`config.mk`:
```
export PLATFORM = sky130hd
export DESIGN_NAME = ptvi_lerp
export DESIGN_NICKNAME = d
export VERILOG_FILES = /design/src/rtl/ptvi_pkg.sv /design/src/rtl/ptvi_lerp.sv
export SDC_FILE = /design/constraint.sdc
export NUM_CORES = 2
export LEC_CHECK = 0
export ABC_CLOCK_PERIOD_IN_PS = 16200
export BUFFER_PORTS_ARGS = -buffer_cell sky130_fd_sc_hd__buf_2
export CORE_MARGIN = 4
export CORE_UTILIZATION = 33
export CTS_CLUSTER_SIZE = 28
export DETAILED_ROUTE_END_ITERATION = 10
export GPL_TIMING_DRIVEN = 0
export PLACE_DENSITY = 0.5
export SETUP_SLACK_MARGIN = 0.05
export SLEW_MARGIN = 30
export SYNTH_ARGS = -nofsm -noshare
export SYNTH_HDL_FRONTEND = slang
export SYNTH_SLANG_ARGS = --single-unit
export TNS_END_PERCENT = 20
```
`constraint.sdc`:
```
create_clock -name aclk -period 16.2 [get_ports aclk]
set_input_delay 1.62 -clock aclk [delete_from_list [all_inputs] [get_ports aclk]]
set_output_delay 1.62 -clock aclk [all_outputs]
set_load 0.02 [all_outputs]
```
`src/rtl/ptvi_pkg.sv`:
```
// shared types and constants for the periodic trilinear vector interpolator
// no dependencies
`timescale 1ns / 1ps

package ptvi_pkg;

    // default grid dimensions
    localparam int GRID_X_DEF = 32;
    localparam int GRID_Y_DEF = 32;
    localparam int GRID_Z_DEF = 32;

    // configuration register indexes
    localparam int CFG_IDX_W = 3;
    localparam logic [CFG_IDX_W-1:0] CFG_ORIGIN_X        = 3'd0;
    localparam logic [CFG_IDX_W-1:0] CFG_ORIGIN_Y        = 3'd1;
    localparam logic [CFG_IDX_W-1:0] CFG_ORIGIN_Z        = 3'd2;
    localparam logic [CFG_IDX_W-1:0] CFG_STEP_INVERSE    = 3'd3;
    localparam logic [CFG_IDX_W-1:0] CFG_MAGNITUDE_LIMIT = 3'd4;

    // item kinds
    localparam logic KIND_LOAD  = 1'b0;
    localparam logic KIND_QUERY = 1'b1;

    localparam int ENTRY_IDX_W = 15;

    // one grid sample, Q16.16 per component
    typedef struct packed {
        logic signed [31:0] x;
        logic signed [31:0] y;
        logic signed [31:0] z;
    } vec_t;

    // load sideband carried alongside the coordinate mapping
    typedef struct packed {
        logic                   query;
        logic                   wr_ok;
        logic [ENTRY_IDX_W-1:0] index;
        vec_t                   data;
    } side_t;

    // one result transaction
    typedef struct packed {
        vec_t field;
        logic over;
    } res_t;

endpackage

```
`src/rtl/ptvi_lerp.sv`:
```
// three stage linear blend of two vectors, rounding half up
// depends on ptvi_pkg
`timescale 1ns / 1ps

module ptvi_lerp (
    input  logic           aclk,
    input  logic           ce,
    input  ptvi_pkg::vec_t p0,
    input  ptvi_pkg::vec_t p1,
    input  logic [15:0]    weight,
    output ptvi_pkg::vec_t result
);
    import ptvi_pkg::*;

    logic signed [31:0] lo [3];
    logic signed [31:0] hi [3];
    logic signed [32:0] diff_reg [3];
    logic signed [31:0] base1_reg [3];
    logic signed [31:0] base2_reg [3];
    logic signed [49:0] prod_reg [3];
    logic signed [49:0] rounded [3];
    logic signed [31:0] res_reg [3];
    logic [15:0]        weight_reg;

    assign lo = '{p0.x, p0.y, p0.z};
    assign hi = '{p1.x, p1.y, p1.z};

    always_comb begin
        for (int k = 0; k < 3; k++) begin
            rounded[k] = prod_reg[k] + 50'sd32768;
        end
    end

    // p0 + floor((w * (p1 - p0) + half) / 2^16)
    always_ff @(posedge aclk) begin
        if (ce) begin
            weight_reg <= weight;
            for (int k = 0; k < 3; k++) begin
                diff_reg[k]  <= {hi[k][31], hi[k]} - {lo[k][31], lo[k]};
                base1_reg[k] <= lo[k];
                prod_reg[k]  <= diff_reg[k] * $signed({1'b0, weight_reg});
                base2_reg[k] <= base1_reg[k];
                res_reg[k]   <= base2_reg[k] + $signed(rounded[k][47:16]);
            end
        end
    end

    assign result = '{x: res_reg[0], y: res_reg[1], z: res_reg[2]};

endmodule

```
== Word level (Yosys, flattened, before mapping) ==
Memories as Yosys holds them, arrays and structs flattened.
Cells that the tools add are included.

* Add/sub/neg operators: 9
* $mul: 3
* Divide/modulo/power cells: 0
* Magnitude comparators: 0
* Equal/unequal tests: 0
* Shift-type cells: 0
* Muxes and demuxes: 2
* Bitwise logic cells: 0
* Reductions and logical operators: 0

{| class="wikitable"
|+ Operators by type and width
! kind !! count
|-
| 33-bit by 17-bit multiplier with 50-bit output || 3
|-
| 48-bit by 17-bit adder with 48-bit output (second input constant) || 3
|-
| 32-bit by 32-bit subtractor with 33-bit output || 3
|-
| 32-bit adder || 3
|-
| 1-bit 2-to-1 mux || 2
|}

* Register bits: 16
* Bits in latches: 0
* RAM bits: 537
* Memory bits (read-only): 0
* Bits of input ports: 210
* Output and inout port bits: 96
* Logic and storage cells: 20
* Memories kept: 5

{| class="wikitable"
|+ Memories
! name !! depth !! bits a word !! rd ports !! clocked after memory_dff !! wr ports !! line !! RTL
|-
| prod_reg || 3 || 50 || 3 || 0 || 3 || ptvi_lerp.sv:20 || <nowiki>logic signed [49:0] prod_reg [3];</nowiki>
|-
| diff_reg || 3 || 33 || 3 || 0 || 3 || ptvi_lerp.sv:17 || <nowiki>logic signed [32:0] diff_reg [3];</nowiki>
|-
| base1_reg || 3 || 32 || 3 || 0 || 3 || ptvi_lerp.sv:18 || <nowiki>logic signed [31:0] base1_reg [3];</nowiki>
|-
| base2_reg || 3 || 32 || 3 || 0 || 3 || ptvi_lerp.sv:19 || <nowiki>logic signed [31:0] base2_reg [3];</nowiki>
|-
| res_reg || 3 || 32 || 3 || 0 || 3 || ptvi_lerp.sv:22 || <nowiki>logic signed [31:0] res_reg [3];</nowiki>
|}

== Logic depth before layout (Yosys ltp) ==
* Depth in word-level cells: 2
* Mapped depth: 28
* Gate-level depth less buffers: 25

== Worst setup path before layout ==
No wires, ideal clock.

* Path type: register to register
* Start point: register weight_reg[2]
* End point: memory prod_reg[1][47] (netlist: prod_reg[0][97]), data pin
* Library setup time: 0.260 ns
* Arrival: 6.369 ns
* Data required time: 15.940 ns
* Slack: 9.571 ns
* Stages on the path, launching flop included: 24
* Path buffers: 2
* Clock period less this slack: 6.629 ns
* Path through: edfxtp_1 -> clkbuf_1 -> clkbuf_1 -> nand2_1 -> fa_1 -> fa_1 -> inv_1 -> fa_1 -> fa_1 -> fa_1 -> inv_1 -> fa_1 -> inv_1 -> ha_1 -> a21o_1 -> a21o_1 -> a21o_1 -> a21o_1 -> a21oi_1 -> nand3_1 -> or3_1 -> a31o_2 -> a21oi_1 -> xnor2_1

{| class="wikitable"
|+ RTL lines
! item !! line !! RTL
|-
| from (decl) || ptvi_lerp.sv:23 || <nowiki>logic [15:0] weight_reg;</nowiki>
|-
| from (signal assigned) || ptvi_lerp.sv:37 || <nowiki>weight_reg <= weight;</nowiki>
|-
| to (decl) || ptvi_lerp.sv:20 ||
|}

==> run metrics <==
status=complete, no violations; Synthesized Nets=10158; Worst setup EP type=register; worst endpoint required time=16.64 ns; Final Skew=0.05718 ns; Starting Density=33.22%; largest net degree at the start of global routing=88; CTS tree=built; average cell area after synthesis=9.840 um2; most common flop cell mapped by yosys=edfxtp_1; final hold vios=0; final wirelength=249800 um; Worst-Margin Slew=1.105 ns; CP Class=reg -> reg; Layout area overhead=10.30%; post-cts sizing count=0; Pins Over Slew Limit=0; number of antenna violations at the first check in global routing=32; synthesized flop and latch total=502; clk slew on worst S/H paths=0.06 ns; slew margin rel.=26.31%; via count=55880; Placeable Area=235400 um2; Startpoint Class=register; unrepaired setup endpoints after global routing=no; clock root cell=clkbuf_16; # DRC=0; Post-Syn Area=78200 um2; fill count=23962; largest family of logic cells by synthesized area=adder cells; FP Rows=178; Clock Path Buffers=3; Detail Placement HPWL=205700 um; asr flop ratio synth=0%; Hold Crit Class=reg -> reg; DRT iter0 DRCs=3717; vias per inst=4.841; Post-CTS Hold Buffers=0; area occupied by multi-input gates=55240 um2; Nets=10545; Post-synth EDFFs=502; Crit Path Max Fanout=10; die height=494.8 um; Post-Synth Simple-Gate Area=14.05%; CP arrival=9.57 ns; RD Place Congestion=0.9419; die area=244800 um2; die width=494.8 um; Skew-Pair Late Insertion Delay=0.74 ns; Setup Fix Bufs, Post-CTS=0; CTS Buf Count=60; Port Buffers=305; share of post-route cells with drive strength above 1=6.338%; htree depth=2; part of the Yosys area used for sequential elements=19.28%; final setup TNS=0 ns; Ys Warns=0; area share of fa/ha/maj cells after synthesis=46.16%; first-pass GRT wire length=377800 um; post-synth cell types=85; Synth Area in XOR/XNOR=4.301%; First-pass DRT Iterations=6; vias in the first global route=59814; Mapped Cells=7947; post-synthesis compound-gate area fraction=6.075%; final setup vio count=0; GRT Overall Usage=20.67%; MaxCap Viol Count=0; remaining antenna violation count=0; clk sinks=502; Wirelength per Cell=21.64 um; # IOs=306; sequential cell area=15070 um2; Fmax=0.1095 GHz; final worst path period share=56.37%; Congestion Overflow GR=0; Tmin final=9.132 ns; mux cell area share after synthesis=0.02720%
## layout make-up
| type | count | share of cell area, % |
|---|---|---|
| clock buffer | 77 | 1.815 |
| buffer | 281 | 1.333 |
| antenna | 16 | 0.04642 |
| clock inverter | 29 | 0.4134 |
| tap | 3150 | 4.570 |
| timing repair buffer | 325 | 2.357 |
| inverter | 1825 | 7.942 |
| sequential | 502 | 17.48 |
| multi-input combinational | 5339 | 64.05 |
## kinds of logic (layout without fill, tap and decap cells)
| family | after synthesis | after routing |
|---|---|---|
| AND/OR/NAND/NOR | 2253 | 2253 |
| flip-flops | 502 | 502 |
| AO/OA/AOI/OAI | 699 | 699 |
| other | 0 | 16 |
| adder cells (fa/ha/maj) | 2001 | 2001 |
| buffers and inverters | 2106 | 2537 |
| XOR/XNOR | 384 | 384 |
| multiplexers | 2 | 2 |
## through the flow
stage	hold WS (ns)	setup slack, ns	cell area (um2)	cells	utilization, %
floorplan	0.4003	9.571	78200	7947	-
global placement	0.4016	5.081	83670	11402	35.54
detailed placement	0.4045	7.066	84280	11422	35.80
CTS	0.4177	7.001	86200	11528	36.62
global route	0.4222	6.684	86220	11530	36.62
finish	0.4141	7.068	86250	11544	36.64
## cell usage in the layout, fill, tap and decap left out, types with 17 or more instances in the layout
cell       count
edfxtp_1     502
nor2b_1       41
inv_1       1825
and3_1        50
nand2b_1      36
clkbuf_2      76
o211ai_1      18
o21ai_0      102
nand4_1       33
nor2_1       175
ha_1         528
xor2_1       108
nor3_1        54
a21o_1       135
o21bai_1      24
and2_1       702
buf_2        304
a31oi_1       23
nand3_1       85
clkbuf_1     222
nand2_1     1021
xnor2_1      275
a21oi_1      203
clkbuf_16     60
a211oi_1      17
fa_1        1473
o21a_1        51
## Yosys cell counts (all sizes together), types with 5 or more instances
| master | number | share of area [%] |
|---|---|---|
| a31oi | 25 | 0.21 |
| nor2 | 175 | 0.84 |
| o31ai | 8 | 0.090 |
| a211o | 5 | 0.056 |
| a41oi | 5 | 0.056 |
| nor2b | 41 | 0.33 |
| inv | 1825 | 8.8 |
| nand4 | 33 | 0.26 |
| a31o | 7 | 0.078 |
| or3 | 13 | 0.10 |
| nand2b | 36 | 0.29 |
| xnor2 | 275 | 3.1 |
| xor2 | 109 | 1.2 |
| or2 | 10 | 0.080 |
| ha | 528 | 8.4 |
| nor3 | 54 | 0.35 |
| a211oi | 17 | 0.16 |
| and3 | 50 | 0.40 |
| o21bai | 24 | 0.23 |
| o211ai | 19 | 0.19 |
| nand3 | 85 | 0.54 |
| a21oi | 206 | 1.3 |
| clkbuf | 281 | 1.3 |
| o221ai | 6 | 0.075 |
| and2 | 702 | 5.6 |
| a21o | 135 | 1.3 |
| a2111oi | 10 | 0.21 |
| edfxtp | 502 | 19 |
| a221oi | 8 | 0.11 |
| nand2 | 1021 | 4.9 |
| and4 | 11 | 0.12 |
| fa | 1473 | 38 |
| o21a | 52 | 0.51 |
| o21ai | 111 | 0.72 |
| a311oi | 7 | 0.086 |
## layer usage
metal | global-route usage, % | part of all wire, %
met1 | 26.61 | 41
met2 | 34.31 | 47
met3 | 3.301 | 6.4
met4 | 9.245 | 5.2
met5 | 0 | 0.022
## final timing paths
check / from / endpoint / slack, ns / depth (start not counted)
worst max register to register: weight_reg[2] / prod_reg[0][147] / 7.07 / 21
worst max-delay path: weight_reg[2] / prod_reg[0][147] / 7.07 / 21
worst min register to register: base1_reg[0][7] / base2_reg[0][7] / 0.41 / 0
worst min-delay path: base1_reg[0][7] / base2_reg[0][7] / 0.41 / 0
## worst max-delay path: stages (launching register included)
cell and delay, ns:
edfxtp_1 0.39, clkbuf_1 0.71, clkbuf_1 0.78, clkbuf_1 0.77, nand2_1 0.18, fa_1 0.54, fa_1 0.52, fa_1 0.51
inv_1 0.05, fa_1 0.45, fa_1 0.54, fa_1 0.41, ha_1 0.38, a21o_1 0.20, or2_2 0.31, o31ai_1 0.55
nor2_1 0.23, a31o_2 0.37, a311oi_2 0.40, nor2_1 0.13, a221oi_2 0.28, xnor2_1 0.11
Power is not shown: default switching activity piles up to over one toggle a cycle in this logic, so the estimate is an artifact.
