**src/rtl/ptvi_pkg.sv**
```systemverilog
// shared types and constants for the periodic trilinear vector interpolator
// no dependencies
`timescale 1ns / 1ps

package ptvi_pkg;

    // default grid dimensions
    localparam int GRID_X_DEF = 32;
    localparam int GRID_Y_DEF = 32;
    localparam int GRID_Z_DEF = 32;

    // configuration register indexes
    localparam int CFG_IDX_W = 3;
    localparam logic [CFG_IDX_W-1:0] CFG_ORIGIN_X        = 3'd0;
    localparam logic [CFG_IDX_W-1:0] CFG_ORIGIN_Y        = 3'd1;
    localparam logic [CFG_IDX_W-1:0] CFG_ORIGIN_Z        = 3'd2;
    localparam logic [CFG_IDX_W-1:0] CFG_STEP_INVERSE    = 3'd3;
    localparam logic [CFG_IDX_W-1:0] CFG_MAGNITUDE_LIMIT = 3'd4;

    // item kinds
    localparam logic KIND_LOAD  = 1'b0;
    localparam logic KIND_QUERY = 1'b1;

    localparam int ENTRY_IDX_W = 15;

    // one grid sample, Q16.16 per component
    typedef struct packed {
        logic signed [31:0] x;
        logic signed [31:0] y;
        logic signed [31:0] z;
    } vec_t;

    // load sideband carried alongside the coordinate mapping
    typedef struct packed {
        logic                   query;
        logic                   wr_ok;
        logic [ENTRY_IDX_W-1:0] index;
        vec_t                   data;
    } side_t;

    // one result transaction
    typedef struct packed {
        vec_t field;
        logic over;
    } res_t;

endpackage

```
**src/rtl/ptvi_axis.sv**
```systemverilog
// maps one query coordinate to wrapped corner indices and a Q0.16 weight
// depends on ptvi_pkg; six register stages
`timescale 1ns / 1ps

module ptvi_axis #(
    parameter  int GRID_N = ptvi_pkg::GRID_X_DEF,
    localparam int IDX_W  = $clog2(GRID_N)
) (
    input  logic               aclk,
    input  logic               aresetn,
    input  logic               ce,
    input  logic               in_valid,
    input  logic signed [31:0] pos,
    input  logic signed [31:0] origin,
    input  logic [31:0]        step,
    output logic               out_valid,
    output logic [IDX_W-1:0]   idx0,
    output logic [IDX_W-1:0]   idx1,
    output logic [15:0]        weight
);
    import ptvi_pkg::*;

    // residues of the byte weights and of the sign weight
    localparam longint unsigned TWO_32 = 64'h1_0000_0000;
    localparam int C1  = 256 % GRID_N;
    localparam int C2  = 65536 % GRID_N;
    localparam int C3  = (1 << 24) % GRID_N;
    localparam int CS  = int'(TWO_32 % GRID_N);
    localparam int NEG = GRID_N - CS;
    localparam logic [17:0] RECIP = 18'((1 << 18) / GRID_N);
    localparam logic [9:0]  N_L   = 10'(GRID_N);

    logic [5:0]         v_reg;
    logic signed [32:0] diff_reg;
    logic signed [49:0] ph_reg;
    logic signed [49:0] pl_reg;
    logic signed [49:0] u;
    logic signed [32:0] idx_reg;
    logic [15:0]        frac3_reg, frac4_reg, frac5_reg, frac6_reg;
    logic [17:0]        fold;
    logic [17:0]        fold4_reg, fold5_reg;
    logic [35:0]        qprod;
    logic [17:0]        q_reg;
    logic [17:0]        rem;
    logic [9:0]         rem_c;
    logic [IDX_W-1:0]   idx0_reg, idx1_reg;

    always_ff @(posedge aclk) begin
        if (!aresetn) begin
            v_reg <= '0;
        end else if (ce) begin
            v_reg <= {v_reg[4:0], in_valid};
        end
    end

    assign u     = ph_reg + (pl_reg >>> 16);
    assign fold  = 18'(idx_reg[7:0])
                 + 18'(idx_reg[15:8]) * 18'(C1)
                 + 18'(idx_reg[23:16]) * 18'(C2)
                 + 18'(idx_reg[31:24]) * 18'(C3)
                 + (idx_reg[32] ? 18'(NEG) : 18'd0);
    assign qprod = fold4_reg * RECIP;
    assign rem   = fold5_reg - q_reg * 18'(GRID_N);
    assign rem_c = (rem[9:0] >= N_L) ? rem[9:0] - N_L : rem[9:0];

    always_ff @(posedge aclk) begin
        if (ce) begin
            // offset from origin
            diff_reg  <= {pos[31], pos} - {origin[31], origin};
            // scale split in two 16 bit halves of the step
            ph_reg    <= diff_reg * $signed({1'b0, step[31:16]});
            pl_reg    <= diff_reg * $signed({1'b0, step[15:0]});
            // floor to grid units
            idx_reg   <= u[48:16];
            frac3_reg <= u[15:0];
            // fold the index into a short residue sum
            fold4_reg <= fold;
            frac4_reg <= frac3_reg;
            // quotient estimate, low by at most one
            q_reg     <= qprod[35:18];
            fold5_reg <= fold4_reg;
            frac5_reg <= frac4_reg;
            // remainder and wrapped neighbour
            idx0_reg  <= rem_c[IDX_W-1:0];
            idx1_reg  <= (rem_c == N_L - 10'd1) ? '0 : IDX_W'(rem_c + 10'd1);
            frac6_reg <= frac5_reg;
        end
    end

    assign out_valid = v_reg[5];
    assign idx0      = idx0_reg;
    assign idx1      = idx1_reg;
    assign weight    = frac6_reg;

`ifndef SYNTHESIS
    a_idx0_range: assert property (@(posedge aclk) disable iff (!aresetn)
        out_valid |-> (32'(idx0_reg) < GRID_N))
        else $error("corner index out of grid");
    a_idx1_next: assert property (@(posedge aclk) disable iff (!aresetn)
        out_valid |-> ((idx1_reg != idx0_reg) && (32'(idx1_reg) < GRID_N)))
        else $error("neighbour index not distinct or out of grid");
`endif

endmodule

```
**config.mk**
```make
export PLATFORM = sky130hd
export DESIGN_NAME = ptvi_axis
export DESIGN_NICKNAME = d
export VERILOG_FILES = /design/src/rtl/ptvi_pkg.sv /design/src/rtl/ptvi_axis.sv
export SDC_FILE = /design/constraint.sdc
export NUM_CORES = 2
export LEC_CHECK = 0
export ABC_AREA = 1
export BUFFER_PORTS_ARGS = -buffer_cell sky130_fd_sc_hd__buf_4
export CORE_MARGIN = 2
export CORE_UTILIZATION = 40
export CTS_BUF_LIST = sky130_fd_sc_hd__clkbuf_8
export CTS_CLUSTER_DIAMETER = 40
export DETAILED_ROUTE_END_ITERATION = 6
export GPL_TIMING_DRIVEN = 1
export PLACE_DENSITY = 0.59
export SETUP_SLACK_MARGIN = 0.05
export SLEW_MARGIN = 30
export SYNTH_ARGS = -nofsm -noshare
export SYNTH_HDL_FRONTEND = slang
export SYNTH_SLANG_ARGS = --single-unit
```
**constraint.sdc**
```tcl
create_clock -name aclk -period 16.6 [get_ports aclk]
set_clock_uncertainty 0.1 [all_clocks]
set_input_delay 1.66 -clock aclk [delete_from_list [all_inputs] [get_ports aclk]]
set_output_delay 1.66 -clock aclk [all_outputs]
set_load 0.02 [all_outputs]
```
# After elaboration in Yosys (flattened, before gate mapping)
# Cells that the tools add are included.
dict set report word_totals {
  reg_bits 267
  inputBits 100
  output_inout_bits 27
  word_cells 26
}
dict set report op_classes {
  n_addsub 6
  n_mul 2
  n_lt_le_gt_ge 1
  eq_ne 1
  n_mux 2
}
# op n
set op_table {}
lappend op_table {{33-bit by 17-bit multiplier with 50-bit output} 1}
lappend op_table {{49-bit by 34-bit adder with 49-bit output} 1}
lappend op_table {{33-bit by 17-bit multiplier with 49-bit output} 1}
lappend op_table {{32-bit by 32-bit subtractor with 33-bit output} 1}
lappend op_table {{10-bit by 5-bit == test with 1-bit output, second input constant} 1}
lappend op_table {{10-bit by 6-bit >= comparator with 1-bit output, second input constant} 1}
lappend op_table {{10-bit 2-to-1 mux} 1}
lappend op_table {{10-bit by 6-bit subtractor with 10-bit output, second input constant} 1}
lappend op_table {{9-bit by 9-bit subtractor with 10-bit output} 1}
lappend op_table {{8-bit by 6-bit adder with 9-bit output} 1}
lappend op_table {{6-bit 2-to-1 mux} 1}
lappend op_table {{5-bit by 1-bit adder with 5-bit output, second input constant} 1}

# Logic depth before layout (Yosys ltp)
dict set report logic_depth {
  word_depth 4
  ltp_mapped 29
  depth_no_buf 27
}

# Worst setup path before layout
# Ideal clock, no wire load.
dict set report synth_path {
  path_kind {input port to flip-flop}
  start {input port step[8]}
  end {register pl_reg[36] (data pin)}
  setup_ns 0.252
  arrival_time_ns 6.698
  required_ns 16.248
  slack_ns 9.550
  path_stages 27
  n_path_buf 2
  path_cell_list {clkbuf_1 > clkbuf_1 > nand2_1 > fa_1 > inv_1 > fa_1 > inv_1 > fa_1 > inv_1 > fa_1 > fa_1 > inv_1 > fa_1 > inv_1 > ha_1 > nand2_1 > nand2_1 > nand3_1 > nand2_1 > a21oi_1 > nand2_2 > nand2_2 > nand2_4 > a21oi_1 > inv_1 > nand2_1 > nand2_1}
}
dict set report synth_between {
  elab_chain_cells 1
}
# item line_no
set synth_lines {}
lappend synth_lines {{start: declaration} ptvi_axis.sv:15} ;# input logic [31:0] step,
lappend synth_lines {{33-bit by 17-bit multiplier with 50-bit output} ptvi_axis.sv:72} ;# pl_reg <= diff_reg * $signed({1'b0, step[15:0]});
lappend synth_lines {{end signal: assignment} ptvi_axis.sv:72}
lappend synth_lines {{end: declaration} ptvi_axis.sv:36} ;# logic signed [49:0] pl_reg;
# Every way passes these cells.
# A chain may end at the register's enable or synchronous reset.

# Worst setup path after layout
dict set report layout_path {
  start {input port step[3]}
  end {register pl_reg[36] (data pin)}
}
# The elaborated chain is that of the path after synthesis.

==> run_results.csv <==
group,metric,value,unit
clock_tree,clk_pin_slew_worst_paths,110,ps
clock_tree,cts_htree_levels,4,
finish,layout.cells.most_common,"inv_1",
status,outcome,"finished clean",
global_routing,antenna_found_initial,0,
worst_setup_path,critPathMaxFanout,35,
run,cap_violations,0,
worst_hold_path,hp-class,"reg2reg",
global_routing,grt_pass1_vias,23700,
sta,tns,0,ps
placed_design,dp_hpwl,60.2,mm
clock_tree,worstSkewPairLatency,520,ps
sta,maxSlewHeadroom,31.6,%
finish,finalNetCount,4579,
sta,worstMarginPinSlew,1030,ps
die,ios,127,
routing,post_drt_via_cell_ratio,4.76,
sta,fin_crit,6880,ps
routing,ant_nets,0,
worst_setup_path,endpoint_kind,"register",
yosys,ys.flop_type,"edfxtp_1",
yosys,synthArstFlopShare,0,%
die,rows,100,
finish,syn2layout_area_growth,7.33,%
worst_setup_path,critPathRequiredTime,16770,ps
global_routing,grt_max_degree,76,
die,die_area,76800,um^2
yosys,synth_cell_types,38,
yosys,syn_avg_cell_area,8.02,um^2
die,die_w,277,um
die,core,74100,um^2
yosys,synth_cells,3721,
placed_design,place_area,31600,um^2
worst_setup_path,cpMaxStageDelayCell,"fa_1",
global_routing,grt_first_pass_wirelength,125,mm
worst_setup_path,critical_path.max_stage_delay,540,ps
worst_setup_path,cp.arrival,7050,ps
die,die_h,277,um
yosys,seq_area_frac_synth,16.9,%
yosys,synth-edff-count,164,
clock_tree,post_cts_resized,0,
yosys,syn_area,29800,um^2
routing,dr.pass1.iters,5,
global_routing,grt_usage,20.9,%
clock_tree,postCtsSetupBuffers,0,
placed_design,gp_congestion,0.908,
routing,vias,22500,
worst_setup_path,worstSetupStartpointType,"input port",
worst_setup_path,worstSetupPathType,"in2reg",
clock_tree,numCtsBuffers,17,
clock_tree,clock_path_buffers,2,
clock_tree,cts-root-buf,"clkbuf_8",
worst_setup_path,cp_cell_sequence,"buf_4 -> nand2_1 -> fa_1 -> fa_1 -> fa_1 -> inv_1 -> fa_1 -> fa_1 -> inv_1 -> fa_1 -> inv_1 -> ha_1 -> nand2_1 -> inv_1 -> a21oi_1 -> o21ai_0 -> nand2_1 -> nand3_1 -> a21oi_1 -> inv_1 -> nand2_1 -> nand2_1",
placed_design,port_buffers,126,
routing,wire_per_inst,16.3,um
die,initial_utilization,40.3,%
routing,post-route-drc-count,0,
clock_tree,ctsHoldBuffers,0,
sta,fin_crit_sh,41.4,%
sta,finalHoldViolCount,0,
clock_tree,clock-sinks,170,
sta,rsz0062_at_grt,"no",
yosys,syn-num-nets,4549,
finish,antenna_cells,0,
routing,drtIter0Drc,1115,
sta,max_freq,145,MHz
sta,setup_violations,0,
sta,slew_violations,0,
global_routing,grt_overflow_total,0,
routing,wirelength,76.9,mm
yosys,yosysWarningCount,0,
finish,final_cell_mix,"inv_1, nand2_1, fa_1",
finish,drive_gt1_share,5.08,%
worst_setup_path,crit_path_frequent_cell,"fa_1",
finish,largest_reg_flops,33,
finish,final_area,32000,um^2
yosys,synth-seq-cells,170,
clock_tree,cts_tree,"built",
finish,fillers,7573,
## kinds of logic (layout without fill, tap and decap cells)
kind of cell	count (synthesis)	after routing	share of synthesized area, %
AOI/OAI and AO/OA	242	242	4.51
buffers and inverters	1234	1276	15.6
xor gates and xnor gates	87	87	2.58
adders and majority gates	728	728	43.7
DFF	170	170	16.9
and+or+nand+nor	1260	1260	16.6
## synth_stat cells, types with 19 or more instances
| library cell | n | share of area (%) |
|---|---|---|
| o21ai_0 | 59 | 0.99 |
| nor2_1 | 115 | 1.4 |
| nand3_1 | 89 | 1.5 |
| nand2_1 | 1011 | 13 |
| xor2_1 | 61 | 1.8 |
| fa_1 | 524 | 35 |
| buf_2 | 23 | 0.39 |
| inv_1 | 1097 | 14 |
| a21o_1 | 19 | 0.48 |
| a21oi_1 | 124 | 2.1 |
| clkbuf_1 | 95 | 1.2 |
| xnor2_1 | 25 | 0.73 |
| edfxtp_1 | 164 | 17 |
| ha_1 | 204 | 8.6 |
## worst max-delay path: cells and delay by family
family | cells | cell delay (ps)
AO/OA/AOI/OAI | 3 | 600
adder cells (fa/ha/maj) | 7 | 3480
buffers and inverters | 6 | 700
AND/OR/NAND/NOR | 6 | 600
## area by class of cell
type / count / area (um^2) / share of cell area [%]
multi-input cells: 2317 / 20100 / 62.8
flip-flops and latches: 170 / 5040 / 15.8
inverters: 1097 / 4120 / 12.9
well taps: 969 / 1210 / 3.79
repair buffers: 148 / 1130 / 3.54
clock buffers: 17 / 234 / 0.731
clock inverters: 14 / 154 / 0.481
## final timing paths
check	start	to	slack, ps	depth (start not counted)
setup / recovery	step[3]	pl_reg[36]	9720	22
hold / removal	frac3_reg[14]	frac4_reg[14]	320	0
setup reg to reg	diff_reg[9]	pl_reg[36]	10180	22
hold reg to reg	frac3_reg[14]	frac4_reg[14]	320	0
## per-layer routing
metal | wire [um] | part of all wire, % | vias to the layer above | global-route usage [%]
met4 | 1970 | 2.6 | 0 | 5.55
met2 | 37700 | 49 | 591 | 36.8
met3 | 3900 | 5.1 | 112 | 2.62
met5 | 0 | 0 | - | 0
li1 | - | - | 10800 | -
met1 | 33300 | 43 | 11000 | 27.0
## metrics by stage
stage	instances	setup slack, ps	utilization, %	hold WS (ps)
after CTS	4732	9810	43.2	322
after floorplan	3721	9550	-	300
after global placement	4698	9170	42.6	301
after detailed placement	4701	9210	42.7	305
final	4732	9720	43.2	324
after global routing	4732	9500	43.2	318
Power is not shown: default switching activity piles up to over one toggle a cycle in this logic, so the estimate is an artifact.
